<file path="src/rtl/core/sterm_pkg.sv">
// Shared types and constants for the two-line scrolling text terminal.
package sterm_pkg;

   // Characters held on the bottom display line.
   localparam int LINE_WIDTH = 16;
   localparam int CNT_W      = $clog2(LINE_WIDTH + 1);
   localparam int ADDR_W     = $clog2(LINE_WIDTH);

   // Fixed field widths of the display command beat.
   localparam int BYTE_W = 8;
   localparam int COL_W  = 4;

   // Carriage return scrolls the bottom line up.
   localparam logic [BYTE_W-1:0] CR_CODE = 8'd13;

   typedef enum logic [1:0] {
      OP_WRITE  = 2'd0,
      OP_CLEAR  = 2'd1,
      OP_CURSOR = 2'd2
   } lcd_op_type;

   typedef enum logic [2:0] {
      ST_IDLE,
      ST_CLEAR,
      ST_HOME,
      ST_REPLAY,
      ST_BOTTOM
   } seq_state_type;

   // One display command as it travels from the sequencer to the output stage.
   typedef struct packed {
      lcd_op_type          op;
      logic [COL_W-1:0]    column;
      logic                row;
      logic [BYTE_W-1:0]   char_code;
      logic                last;
   } beat_type;

endpackage

</file>
<file path="src/rtl/core/sterm_line_ram.sv">
// Generic single-write, single-read synchronous RAM with registered read data.
module sterm_line_ram #(
   parameter int DEPTH = 16,
   parameter int WIDTH = 8
) (
   input  logic                     clock,
   input  logic                     wr_en,
   input  logic [$clog2(DEPTH)-1:0] wr_addr,
   input  logic [WIDTH-1:0]         wr_data,
   input  logic [$clog2(DEPTH)-1:0] rd_addr,
   output logic [WIDTH-1:0]         rd_data
);

   logic [WIDTH-1:0] mem [DEPTH];
   logic [WIDTH-1:0] rd_data_ff;

   // Write port.
   always_ff @(posedge clock) begin
      if (wr_en) begin
         mem[wr_addr] <= wr_data;
      end
   end

   // Read port; read data is registered.
   always_ff @(posedge clock) begin
      rd_data_ff <= mem[rd_addr];
   end

   assign rd_data = rd_data_ff;

endmodule

</file>
<file path="src/rtl/core/sterm_seq.sv">
// Command sequencer: stores typed characters and walks the scroll sequence.
module sterm_seq (
   input  logic                       clock,
   input  logic                       reset,
   input  logic                       req_valid,
   input  logic [sterm_pkg::BYTE_W-1:0] req_rx_byte,
   output logic                       req_stall,
   input  logic                       out_free,
   output logic                       beat_valid,
   output sterm_pkg::beat_type        beat
);
   import sterm_pkg::*;

   seq_state_type     state_ff, state_in;
   logic [CNT_W-1:0]  count_ff, count_in;
   logic [CNT_W-1:0]  idx_ff, idx_in;
   logic [CNT_W-1:0]  count_inc;
   logic [CNT_W-1:0]  idx_inc;
   logic              accept;
   logic              is_cr;
   logic              wr_en;
   logic [ADDR_W-1:0] rd_addr;
   logic [BYTE_W-1:0] rd_data;

   assign count_inc = count_ff + 1'b1;
   assign idx_inc   = idx_ff + 1'b1;
   assign accept    = (state_ff == ST_IDLE) && req_valid && out_free;
   assign is_cr     = (req_rx_byte == CR_CODE);

   // Bottom-line character store.
   sterm_line_ram #(
      .DEPTH (LINE_WIDTH),
      .WIDTH (BYTE_W)
   ) u_line_ram (
      .clock   (clock),
      .wr_en   (wr_en),
      .wr_addr (count_ff[ADDR_W-1:0]),
      .wr_data (req_rx_byte),
      .rd_addr (rd_addr),
      .rd_data (rd_data)
   );

   // Next state.
   always_comb begin
      state_in = state_ff;
      unique case (state_ff)
         ST_IDLE: begin
            if (accept) begin
               if (is_cr) begin
                  state_in = ST_HOME;
               end else if (count_inc == CNT_W'(LINE_WIDTH)) begin
                  state_in = ST_CLEAR;
               end
            end
         end
         ST_CLEAR: begin
            if (out_free) begin
               state_in = ST_HOME;
            end
         end
         ST_HOME: begin
            if (out_free) begin
               state_in = (count_ff == '0) ? ST_BOTTOM : ST_REPLAY;
            end
         end
         ST_REPLAY: begin
            if (out_free && (idx_inc == count_ff)) begin
               state_in = ST_BOTTOM;
            end
         end
         ST_BOTTOM: begin
            if (out_free) begin
               state_in = ST_IDLE;
            end
         end
         default: state_in = ST_IDLE;
      endcase
   end

   // Outputs, RAM controls and counter updates.
   always_comb begin
      beat       = '0;
      beat.op    = OP_WRITE;
      beat_valid = 1'b0;
      req_stall  = 1'b1;
      wr_en      = 1'b0;
      count_in   = count_ff;
      idx_in     = idx_ff;
      rd_addr    = idx_ff[ADDR_W-1:0];
      unique case (state_ff)
         ST_IDLE: begin
            req_stall = !out_free;
            if (accept) begin
               beat_valid = 1'b1;
               if (is_cr) begin
                  beat.op = OP_CLEAR;
               end else begin
                  wr_en          = 1'b1;
                  beat.op        = OP_WRITE;
                  beat.char_code = req_rx_byte;
                  beat.last      = (count_inc != CNT_W'(LINE_WIDTH));
                  count_in       = count_inc;
               end
            end
         end
         ST_CLEAR: begin
            beat.op    = OP_CLEAR;
            beat_valid = out_free;
         end
         ST_HOME: begin
            // Prefetch the first stored character while the cursor moves home.
            rd_addr    = '0;
            beat.op    = OP_CURSOR;
            beat_valid = out_free;
            if (out_free) begin
               idx_in = '0;
            end
         end
         ST_REPLAY: begin
            // Read data belongs to idx; on advance fetch the next entry.
            beat.op        = OP_WRITE;
            beat.char_code = rd_data;
            beat_valid     = out_free;
            if (out_free) begin
               idx_in  = idx_inc;
               rd_addr = idx_inc[ADDR_W-1:0];
            end
         end
         ST_BOTTOM: begin
            beat.op    = OP_CURSOR;
            beat.row   = 1'b1;
            beat.last  = 1'b1;
            beat_valid = out_free;
            if (out_free) begin
               count_in = '0;
            end
         end
         default: begin
            beat_valid = 1'b0;
         end
      endcase
   end

   // Control registers.
   always_ff @(posedge clock) begin
      if (reset) begin
         state_ff <= ST_IDLE;
         count_ff <= '0;
         idx_ff   <= '0;
      end else begin
         state_ff <= state_in;
         count_ff <= count_in;
         idx_ff   <= idx_in;
      end
   end

endmodule

</file>
<file path="src/rtl/core/two_line_scrolling_text_terminal.sv">
// Top level of the two-line scrolling text terminal.
//
// Each accepted byte turns into a run of display commands on the rsp channel,
// one command per cycle while rsp_stall is low; last_of_run marks the final
// command of the run. An ordinary byte is stored in a 16-entry line RAM and
// gives one write-character command. A carriage return, or the byte that
// fills the line, starts a scroll: clear, cursor home, a replay of the N
// stored characters read back from the line RAM, and cursor to the start of
// the bottom row. The replay streams the stored characters through the single
// read port of the line RAM, one character per cycle while the output
// register can take a beat. New bytes are stalled until the run is finished
// and the output register can take a new beat.
module two_line_scrolling_text_terminal (
   input  logic                          clock,
   input  logic                          reset,
   input  logic                          req_valid,
   output logic                          req_stall,
   input  logic [sterm_pkg::BYTE_W-1:0]  req_rx_byte,
   output logic                          rsp_valid,
   input  logic                          rsp_stall,
   output logic [1:0]                    rsp_lcd_op,
   output logic [sterm_pkg::COL_W-1:0]   rsp_cursor_column,
   output logic                          rsp_cursor_row,
   output logic [sterm_pkg::BYTE_W-1:0]  rsp_char_code,
   output logic                          rsp_last_of_run
);
   import sterm_pkg::*;

   logic     out_free;
   logic     beat_valid;
   beat_type beat;
   logic     rsp_valid_ff, rsp_valid_in;
   beat_type rsp_beat_ff, rsp_beat_in;

   // The output register can take a beat when empty or being drained.
   assign out_free = !rsp_valid_ff || !rsp_stall;

   sterm_seq u_seq (
      .clock       (clock),
      .reset       (reset),
      .req_valid   (req_valid),
      .req_rx_byte (req_rx_byte),
      .req_stall   (req_stall),
      .out_free    (out_free),
      .beat_valid  (beat_valid),
      .beat        (beat)
   );

   // Output register next value.
   always_comb begin
      rsp_valid_in = rsp_valid_ff;
      rsp_beat_in  = rsp_beat_ff;
      if (beat_valid) begin
         rsp_valid_in = 1'b1;
         rsp_beat_in  = beat;
      end else if (!rsp_stall) begin
         rsp_valid_in = 1'b0;
      end
   end

   always_ff @(posedge clock) begin
      if (reset) begin
         rsp_valid_ff <= 1'b0;
      end else begin
         rsp_valid_ff <= rsp_valid_in;
      end
   end

   always_ff @(posedge clock) begin
      rsp_beat_ff <= rsp_beat_in;
   end

   assign rsp_valid         = rsp_valid_ff;
   assign rsp_lcd_op        = rsp_beat_ff.op;
   assign rsp_cursor_column = rsp_beat_ff.column;
   assign rsp_cursor_row    = rsp_beat_ff.row;
   assign rsp_char_code     = rsp_beat_ff.char_code;
   assign rsp_last_of_run   = rsp_beat_ff.last;

   // Nothing is presented right after reset.
   a_reset_empty: assert property (@(posedge clock) reset |=> !rsp_valid_ff)
      else $error("result beat valid after reset");

   // Every accepted byte produces a beat on the next cycle.
   a_accept_beat: assert property (@(posedge clock) disable iff (reset)
      (req_valid && !req_stall) |=> rsp_valid_ff)
      else $error("accepted byte produced no beat");

   // A clear screen always opens a scroll and never ends a run.
   a_clear_not_last: assert property (@(posedge clock) disable iff (reset)
      (rsp_valid_ff && (rsp_beat_ff.op == OP_CLEAR)) |-> !rsp_beat_ff.last)
      else $error("clear screen marked as last of run");

   // A move to the bottom row always ends the run.
   a_bottom_last: assert property (@(posedge clock) disable iff (reset)
      (rsp_valid_ff && (rsp_beat_ff.op == OP_CURSOR) && rsp_beat_ff.row)
      |-> rsp_beat_ff.last)
      else $error("bottom row cursor move not last of run");

endmodule
</file>
<file path="config.mk">
export PLATFORM = sky130hd
export DESIGN_NAME = two_line_scrolling_text_terminal
export DESIGN_NICKNAME = d
export VERILOG_FILES = /design/src/rtl/core/sterm_pkg.sv /design/src/rtl/core/sterm_line_ram.sv /design/src/rtl/core/sterm_seq.sv /design/src/rtl/core/two_line_scrolling_text_terminal.sv
export SDC_FILE = /design/constraint.sdc
export NUM_CORES = 1
export LEC_CHECK = 0
export BUFFER_PORTS_ARGS = -buffer_cell sky130_fd_sc_hd__buf_2
export CAP_MARGIN = 20
export CORE_ASPECT_RATIO = 0.6
export CORE_MARGIN = 4
export CORE_UTILIZATION = 45
export CTS_BUF_LIST = sky130_fd_sc_hd__clkbuf_4 sky130_fd_sc_hd__clkbuf_8
export DETAILED_ROUTE_END_ITERATION = 10
export GPL_ROUTABILITY_DRIVEN = 0
export PLACE_DENSITY = 0.66
export REMOVE_ABC_BUFFERS = 1
export SYNTH_ARGS = -nofsm -noshare
export SYNTH_HDL_FRONTEND = slang
export SYNTH_SLANG_ARGS = --single-unit
</file>
<file path="constraint.sdc">
create_clock -name clock -period 6.2 [get_ports clock]
set_clock_uncertainty 0.05 [all_clocks]
set_input_delay 0.31 -clock clock [delete_from_list [all_inputs] [get_ports clock]]
set_output_delay 0.31 -clock clock [all_outputs]
set_load 0.005 [all_outputs]
</file>
== Word-level counts from Yosys, hierarchy flattened ==
Memory sizes are Yosys's and may differ from the RTL's. A register that Yosys moved wholly into a read port is not among the register bits.
Cells that the tools add are included.

* Magnitude comparators: 0
* Bitwise gates (word level): 0
* Multiplexer cells: 35
* Reduce and logical (&&, ||, !) cells: 16
* Shift-type cells: 0
* Multipliers: 0
* Div/mod/pow operators: 0
* Eq/ne operators: 17
* $add $sub $neg: 2

{| class="wikitable"
|+ Operators with widths
! operator !! number
|-
| 3-bit 2-to-1 mux || 8
|-
| 5-bit 2-to-1 mux || 4
|-
| 5-bit one-hot mux with 2 select lines || 2
|-
| 9-bit 2-to-1 mux || 2
|-
| 8-bit one-hot mux with 2 select lines || 1
|-
| 3-bit one-hot mux with 5 select lines || 1
|-
| 2-bit by 1-bit != test with 1-bit output, second input constant || 7
|-
| 1-bit 2-to-1 mux || 11
|-
| 5-bit by 1-bit adder with 5-bit output, second input constant || 2
|-
| 8-bit by 4-bit equality test with 1-bit output, second input constant || 1
|-
| 4-bit one-hot mux with 2 select lines || 1
|-
| 3-bit by 2-bit equality test with 1-bit output, second input constant || 2
|-
| 2-bit one-hot mux with 3 select lines || 1
|-
| 6-bit AND reduction || 1
|-
| 5-bit equality test || 1
|-
| 5-bit equality test, second input constant || 1
|-
| 5-bit logical NOT || 1
|-
| 5-bit != test, second input constant || 1
|-
| 4-bit 2-to-1 mux || 1
|-
| 1-bit one-hot mux with 2 select lines || 2
|-
| 4-bit AND reduction || 1
|-
| 2-bit nonzero test || 2
|-
| 4-bit OR reduction || 1
|-
| 3-bit by 1-bit equality test with 1-bit output, second input constant || 1
|-
| other kinds (10) || 14
|}

* Memory bits (read-only): 0
* Register bits after elaboration: 26
* Latch bits: 0
* Memory bits (writable): 128
* Memories: 1
* Output and inout bits: 18
* Logic and storage cells: 79

{| class="wikitable"
|+ Memory list
! memory !! depth !! bits a word !! rd ports !! clocked after Yosys merged registers in !! wr ports !! line !! text
|-
| u_seq.u_line_ram.mem || 16 || 8 || 1 || 1 || 1 || sterm_line_ram.sv:14 || <nowiki>logic [WIDTH-1:0] mem [DEPTH];</nowiki>
|}

== Longest topological paths before layout ==
Gate-level depths: netlist of the first run.

* Word-level depth: 7
* Depth in mapped cells: 9
* Gate-level depth less buffers: 7

== By module ==
From an unflattened synthesis of the first run, not the netlist that was laid out.

* Cell total of the unflattened synthesis: 419
* Area total of the unflattened synthesis: 6877.8 sq um

{| class="wikitable"
|+ Modules (own cells, without submodules)
! module !! cells each !! instances !! area an instance (sq um)
|-
| sterm_line_ram || 229 || 1 || 5147.4
|-
| sterm_seq || 170 || 1 || 1217.4
|-
| two_line_scrolling_text_terminal || 20 || 1 || 513.0
|}

== Worst setup path before layout of the first run ==
Ideal clock, no wire load.

* Path type: register -> register
* From: reg u_seq.state_ff[2]
* To: mem u_seq.u_line_ram.mem[0][0], enable pin
* Slack: 3650 ps
* Clock period less this slack: 2550 ps
* Arrival: 2116 ps
* Setup time: 383 ps
* Cell stages (with the launch flop): 9
* Cells stage by stage: dfxtp_1 buf_2 nor3_2 and3_1 clkbuf_1 and2_1 buf_2 nand2_1 nor3_1

* Cells in the longest elaborated chain, start to end: 7

{| class="wikitable"
|+ Ends and longest elaborated chain
! item !! line !! text
|-
| from (decl) || sterm_seq.sv:14 || <nowiki>seq_state_type state_ff, state_in;</nowiki>
|-
| from (signal assigned) || sterm_seq.sv:151 || <nowiki>state_ff <= state_in;</nowiki>
|-
| 3-bit logical NOT * || sterm_seq.sv:27, sterm_seq.sv:90 ||
|-
| 1-bit logical AND (2 in series) || sterm_seq.sv:27 || <nowiki>assign accept = (state_ff == ST_IDLE) && req_valid && out_free;</nowiki>
|-
| 1-bit 2-to-1 mux || sterm_seq.sv:93 || <nowiki>if (accept) begin</nowiki>
|-
| 1-bit 2-to-1 mux * || sterm_seq.sv:90 || <nowiki>unique case (state_ff)</nowiki>
|-
| 1-bit 2-to-1 mux * || sterm_line_ram.sv:19 || <nowiki>if (wr_en) begin</nowiki>
|-
| 1-bit 2-to-1 mux (not written as such) * || sterm_line_ram.sv:20 || <nowiki>mem[wr_addr] <= wr_data;</nowiki>
|-
| to (decl) || sterm_line_ram.sv:14 ||
|}

Mark *: on every way between the ends. The rest lies on a longest branch, timed or not.

== Worst setup path after layout of the first run ==
* From: reg u_seq.state_ff[0]
* To: reg u_seq.u_line_ram.rd_data_ff[0], in the netlist u_seq.u_line_ram.rd_data[0], read port of u_seq.u_line_ram.mem

* Cells in the longest elaborated chain, start to end: 2

{| class="wikitable"
|+ Ends and longest elaborated chain
! item !! line !! text
|-
| 3-bit by 2-bit equality test with 1-bit output || sterm_seq.sv:90 ||
|-
| 4-bit one-hot mux with 2 select lines * || sterm_seq.sv:90 ||
|-
| to (decl) || sterm_line_ram.sv:15 || <nowiki>logic [WIDTH-1:0] rd_data_ff;</nowiki>
|}

Marks and branches as above.
A chain may end at the register's enable or synchronous reset.

==> results of run 1 <==
[routing by layer]
metal | wire [um] | share of wire | up-vias | GRT usage
met5 | 7 | 0.00040 | - | 0
met4 | 134 | 0.0077 | 2 | 0.0442
met3 | 1840 | 0.11 | 16 | 0.0756
met2 | 7130 | 0.41 | 178 | 0.270
met1 | 8180 | 0.47 | 2220 | 0.302
li1 | - | - | 2091 | -
[worst max-delay path, cell delays in order (launching register included)]
cell       delay (ps)
dfxtp_1           640
nand3b_1          320
or3_1             660
nand2_1           690
a211oi_1           90
nor3b_1           470
nand4bb_1         190
[worst paths after layout]
check | from | to | slack (ps) | cells after the start
worst max-delay path | u_seq.state_ff[0] | u_seq.u_line_ram.rd_data[0] | 3000 | 6
worst min-delay path | reset | u_seq.idx_ff[3] | 190 | 2
worst max register to register | u_seq.state_ff[0] | u_seq.u_line_ram.rd_data[0] | 3000 | 6
worst min register to register | u_seq.idx_ff[4] | u_seq.idx_ff[4] | 470 | 2
[registers in the layout, indices dropped and copies added, names as in the netlist, 2 cells and up]
register / flops
u_seq.u_line_ram.rd_data: 8
rsp_char_code: 8
u_seq.idx_ff: 5
u_seq.state_ff: 3
u_seq.count_ff: 5
rsp_lcd_op: 2
u_seq.u_line_ram.mem: 128
[area by class of cell]
type / instances / share of cell area
Clock buffer: 19 / 0.0338
Clock inverter: 13 / 0.0165
Inverter: 5 / 0.00243
Multi-Input combinational cell: 333 / 0.289
Sequential cell: 162 / 0.601
Tap cell: 203 / 0.0329
Timing Repair Buffer: 34 / 0.0240
[logic make-up (layout without fill, tap and decap cells)]
| kind of cell | count (synthesis) | in the layout |
|---|---|---|
| compound gates | 112 | 112 |
| mux | 17 | 17 |
| fa+ha+maj | 5 | 5 |
| buf+inv | 42 | 71 |
| xor+xnor | 10 | 10 |
| simple gates | 185 | 185 |
| other cells | 1 | 4 |
| flops | 162 | 162 |
[power by group through the flow]
stage | registers [mW] | logic (mW) | clock network (mW)
2_1_floorplan | 1.27 | 0.0832 | 0
3_3_place_gp | 1.28 | 0.148 | 0
3_5_place_dp | 1.28 | 0.152 | 0
4_1_cts | 1.25 | 0.153 | 0.757
5_1_grt | 1.26 | 0.170 | 0.807
6_report | 1.25 | 0.156 | 0.745
[cell usage after synthesis (all sizes together), types with 2 or more instances]
master and number:
xnor2 6, o21ai 25, o211ai 18, edfxtp 140, and2 6, nor3 11, clkbuf 22, or3 4
mux2 17, a211oi 33, dfxtp 22, a22o 9, nand4bb 8, nand2b 7, and3 34, nor3b 16
nand3 39, inv 5, xor2 3, a31oi 2, nor2 31, nand2 20, buf 15, a21oi 14
a21boi 3, ha 5, a22oi 3, or2 2
[cell usage in the layout, fill, tap and decap left out, types with 7 or more instances in the layout]
cell type    n
and3_1      34
nor2_1      30
mux2_2      17
nand3_1     39
nand4bb_1    8
nor3b_1     16
nand2_1     18
a211oi_1    33
edfxtp_1   140
buf_2       27
o21ai_0     23
nor3_1       9
a22o_1       9
o211ai_1    18
dfxtp_1     22
nand2b_1     7
a21oi_1     13
clkbuf_8    19
==> impl_metrics.toml, run 1 <==
[place]
placed_area_um2 = 7320
place_inst = 734
place_ws_ps = 3080
io_buffers = 25
place.detailed.hpwl_um = 11800

[route]
via_per_inst = 5.86
totalWireLength_um = 17300
drtIter0Drc = 530
avgRoutedWirePerCell_um = 22.5
firstDrtPassIters = 5
num_vias = 4507
ant_nets = 0
route.detailed.drc = 0

[cells_and_area]
layoutNonFillerInstCount = 769
seqCellArea_um2 = 4640
final_cell_area_um2 = 7730
fillers = 1296
antenna_cells = 0
drive_above_1_share = 0.171
multi_input_area_um2 = 2240
layout.nets = 570
syn_to_final_growth_pct = 9.60
final_util = 0.503

[synthesis]
synth_area_per_cell_um2 = 13.2
synth_area_leader_cell = "edfxtp_1"
synth-simple-area-share = 0.151
synthCells = 534
syn_area_um2 = 7050
ys_ff_latch = 162
synth_xor_area_frac = 0.0145
async_flop_share = 0
synthAdderAreaFrac = 0.00887
synth_edf_count = 140
ys.flop_type = "edfxtp_1"
synth_compound_area_frac = 0.112
synth_cell_types = 51
ys_seq_area_frac = 0.659
synth.mux.area_fraction = 0.0271
synth_top_family_by_area = "simple AND/OR/NAND/NOR gates"
synth.top_cell.area_share = 0.596
synth_warnings = 0
synth_area_leaders = "edfxtp_1 60%, dfxtp_1 6.2%, a211oi_1 3.5%"

[clock_tree]
clockBufferDepth = 2
cts_made_buffers = 17
postCtsHoldBufs = 0
cts_resized = 0
cts.sinks = 162
clk_latency_ps = 440
clk_pin_slew_ps = 90
cts_tree = "yes"
cts_setup_buffers = 0
root_buffer = "clkbuf_8"
htreeDepth = 4

[setup_path]
end_kind = "flip-flop"
worstPathMaxFanout = 17
worstSetupPathType = "reg -> reg"
cp.arrival_ps = 3520
start_kind = "flip-flop"
required_ps = 6520

[pwr]
netSwitchingFraction = 0.242
leakage_nw = 2.54
net-switching-power_mw = 0.522
power.internal_mw = 1.63
seqPwrFrac = 0.582
powerDensity_nw_per_um2 = 279
combinationalPowerShare = 0.073
p_total_mw = 2.15
ir_worst_vdd_uv = 127
p_clk_frac = 0.346

[timing]
finalMaxSlewViolations = 0
rsz0062_at_grt = "no"
hold_violations = 0
setup_ws_ps = 3000
slew_headroom = 0.282
fmaxAchievable_ghz = 0.313
tightest_slew_ps = 1070
fin_crit_ps = 3200
period_share = 0.515
fin_tns_setup_ps = 0
holdWs_ps = 187
setup_viol = 0

[floorplanning]
num_io_pins = 30
start_util = 0.459
core_um2 = 15400
die_h_um = 105
dieArea_um2 = 17800
die_w_um = 170
num_rows = 35

[global_routing]
grt_pass1_vias = 4314
grt_overflow_total = 0
grt_pass1_wl_um = 26100
grt_max_degree = 35
grt.total_usage = 0.199
grt_antenna_before_repair = 1

[run_status]
status = "completed"

[hold_path]
hold_class = "in -> reg"

[job]
maxCapViolations = 0
Power figures use the tool's default switching activity.
==> run 2, diff against run 1 <==
--- a/config.mk
+++ b/config.mk
@@ -5,6 +5,7 @@
 export SDC_FILE = /design/constraint.sdc
 export NUM_CORES = 1
 export LEC_CHECK = 0
+export ABC_AREA = 1
 export BUFFER_PORTS_ARGS = -buffer_cell sky130_fd_sc_hd__buf_2
 export CAP_MARGIN = 20
 export CORE_ASPECT_RATIO = 0.6
@@ -13,7 +14,7 @@
 export CTS_BUF_LIST = sky130_fd_sc_hd__clkbuf_4 sky130_fd_sc_hd__clkbuf_8
 export DETAILED_ROUTE_END_ITERATION = 10
 export GPL_ROUTABILITY_DRIVEN = 0
-export PLACE_DENSITY = 0.66
+export PLACE_DENSITY = 0.69
 export REMOVE_ABC_BUFFERS = 1
 export SYNTH_ARGS = -nofsm -noshare
 export SYNTH_HDL_FRONTEND = slang
==> constraint.sdc (replaced) <==
create_clock -name clock -period 2.56 [get_ports clock]
set_clock_uncertainty 0.05 [all_clocks]
set_input_delay 0.128 -clock clock [delete_from_list [all_inputs] [get_ports clock]]
set_output_delay 0.128 -clock clock [all_outputs]
set_load 0.005 [all_outputs]
==> run 2 against run 1 <==
Effect of this change:
- synthesized cell count up 36%
- die area up 6.0%
- maximum frequency up 42%
- hold slack worse by 94 ps
- worst setup slack worse by 2700 ps
- global-route usage up 1.6 points
- design area up 8.8%
- non-clock buffer count up 28
- critical endpoint is now u_seq.u_line_ram.mem[1][7]
==> impl_metrics.toml, run 2 <==
[route]
via_per_inst = 5.41
num_vias = 5487
drtIter0Drc = 857
route.detailed.drc = 0
ant_nets = 0
avgRoutedWirePerCell_um = 19.6
totalWireLength_um = 19900
firstDrtPassIters = 8

[setup_path]
path_buf_inv = 2
worstPathMaxFanout = 7
end_kind = "flip-flop"
crit_chain = "nor2_1 > nand2_1 > inv_1 > nand3_2 > nor2_2 > nand2_1 > nor2_1 > buf_4"
r2r_slack_ps = 310
required_ps = 2680
cp_top_family = "simple AND/OR/NAND/NOR gates"
slowest_delay_ps = 390
crit_path_top_delay_cell = "dfxtp_1"
start_kind = "flip-flop"
cp.arrival_ps = 2360
worstSetupPathType = "reg -> reg"

[cells_and_area]
drive_above_1_share = 0.148
final_util = 0.516
antenna_cells = 0
largest_reg_flops = 128
mostFrequentLayoutCells = "140 x edfxtp_1, 132 x nand3_1, 122 x nand2_1"
layout.nets = 790
regMostFlops = "u_seq.u_line_ram.mem"
syn_to_final_growth_pct = 12.0
final_common_cell = "edfxtp_1"

[synthesis]
synth.top_cell.area_share = 0.560
synth_warnings = 0
yosys-top-cells-count = "140 x edfxtp_1, 132 x nand3_1, 122 x nand2_1"
synth_area_per_cell_um2 = 10.4
ys_seq_area_frac = 0.619
synthCells = 725
async_flop_share = 0
synth_area_leader_cell = "edfxtp_1"
synth_edf_count = 140
syn_area_um2 = 7500
synth_cell_types = 34
ys_ff_latch = 162
synth_area_leaders = "edfxtp_1 56%, nand3_1 8.8%, nand2_1 6.1%"
yosysMostFrequentCell = "edfxtp_1"
ys.flop_type = "edfxtp_1"

[clock_tree]
clockBufferDepth = 2
cts_tree = "yes"
cts_setup_buffers = 0
clk_pin_slew_ps = 90
cts.sinks = 162
htreeDepth = 4
cts_made_buffers = 17
root_buffer = "clkbuf_8"
clk_latency_ps = 450

[timing]
fin_crit_ps = 2250
period_share = 0.878
tightest_slew_ps = 578
slew_headroom = 0.612
fin_tns_setup_ps = 0
rsz0062_at_grt = "no"
fmaxAchievable_ghz = 0.445
holdWs_ps = 93.7
setup_viol = 0
finalMaxSlewViolations = 0
hold_violations = 0
setup_ws_ps = 312

[pwr]
leakage_nw = 3.41
ir_worst_vdd_uv = 381
p_total_mw = 7.66
powerDensity_nw_per_um2 = 911

[global_routing]
grt.total_usage = 0.215
grt_pass1_vias = 4770
grt_antenna_before_repair = 0
grt_overflow_total = 0
grt_pass1_wl_um = 30000
grt_max_degree = 65

[run_status]
status = "completed"

[floorplanning]
num_rows = 36
die_h_um = 108
dieArea_um2 = 18900
start_util = 0.460
core_um2 = 16300
die_w_um = 175
num_io_pins = 30

[place]
place.detailed.hpwl_um = 13600
place_ws_ps = 347
io_buffers = 25

[job]
maxCapViolations = 0

[hold_path]
hold_class = "in -> reg"
==> run 2: cell types whose count changed in the layout (fill, tap and decap cells not counted), moves of 25 or more <==
cell	change
nand2_1	+104
a211oi_1	-31
nand3_1	+93
nand3b_1	+56
and3_1	-34
inv_1	+99
buf_4	+25
==> run 2: cell families (layout without fill, tap and decap cells) <==
family | count (synthesis) | after routing | synth area share
adder cells (fa/ha/maj) | 5 | 5 | 0.00834
other | 1 | 4 | 0.000500
buffers and inverters | 145 | 203 | 0.0879
flip-flops | 162 | 162 | 0.619
AO/OA/AOI/OAI | 38 | 38 | 0.0340
AND/OR/NAND/NOR | 374 | 374 | 0.250
==> run 2: metal layers <==
| metal | track usage | routed length (um) | vias to the layer above | share of wire |
|---|---|---|---|---|
| met5 | 0 | 0 | - | 0 |
| met4 | 0.0459 | 138 | 0 | 0.0069 |
| met1 | 0.370 | 9890 | 2587 | 0.50 |
| li1 | - | - | 2552 | - |
| met3 | 0.0748 | 2820 | 15 | 0.14 |
| met2 | 0.243 | 7030 | 333 | 0.35 |
==> run 2: tightest hold or removal path: stages <==
cell,delay (ps)
buf_2,80
nand2_2,110
nand2_2,160
a21oi_1,80
==> run 2: final cells by class <==
class                   count  area, um^2
fillers                  1437        7900
clock inverters            12         138
multi-input cells         421        2220
clock buffers              20         256
flip-flops and latches    162        4640
repair buffers             62         458
well taps                 228         285
inverters                 109         409
==> run 2: final timing paths <==
| kind | startpoint | endpoint | cells past startpoint |
|---|---|---|---|
| worst max-delay path | u_seq.state_ff[0] | u_seq.u_line_ram.mem[1][7] | 8 |
| worst min-delay path | rsp_stall | u_seq.idx_ff[2] | 4 |
| worst max register to register | u_seq.state_ff[0] | u_seq.u_line_ram.mem[1][7] | 8 |
| worst min register to register | u_seq.count_ff[4] | u_seq.count_ff[4] | 2 |
==> run 2: timing repair <==
item	CTS	global route
hold endpoints to repair	10	0
hold buffers	2	0
resized for setup	0	0
==> run 2: through the flow <==
step | area (um^2) | std cells
after floorplan | 7270 | 692
after CTS | 8410 | 1014
after global routing | 8410 | 1014
after global placement | 7990 | 980
final | 8410 | 1014
after detailed placement | 7990 | 980
==> run 2: power by group <==
part / total, mW / switching (mW) / internal [mW]
sequential: 3.34 / 0.150 / 3.19
combinational: 2.44 / 1.68 / 0.760
clock: 1.89 / 0.982 / 0.905
total: 7.66 / 2.81 / 4.85
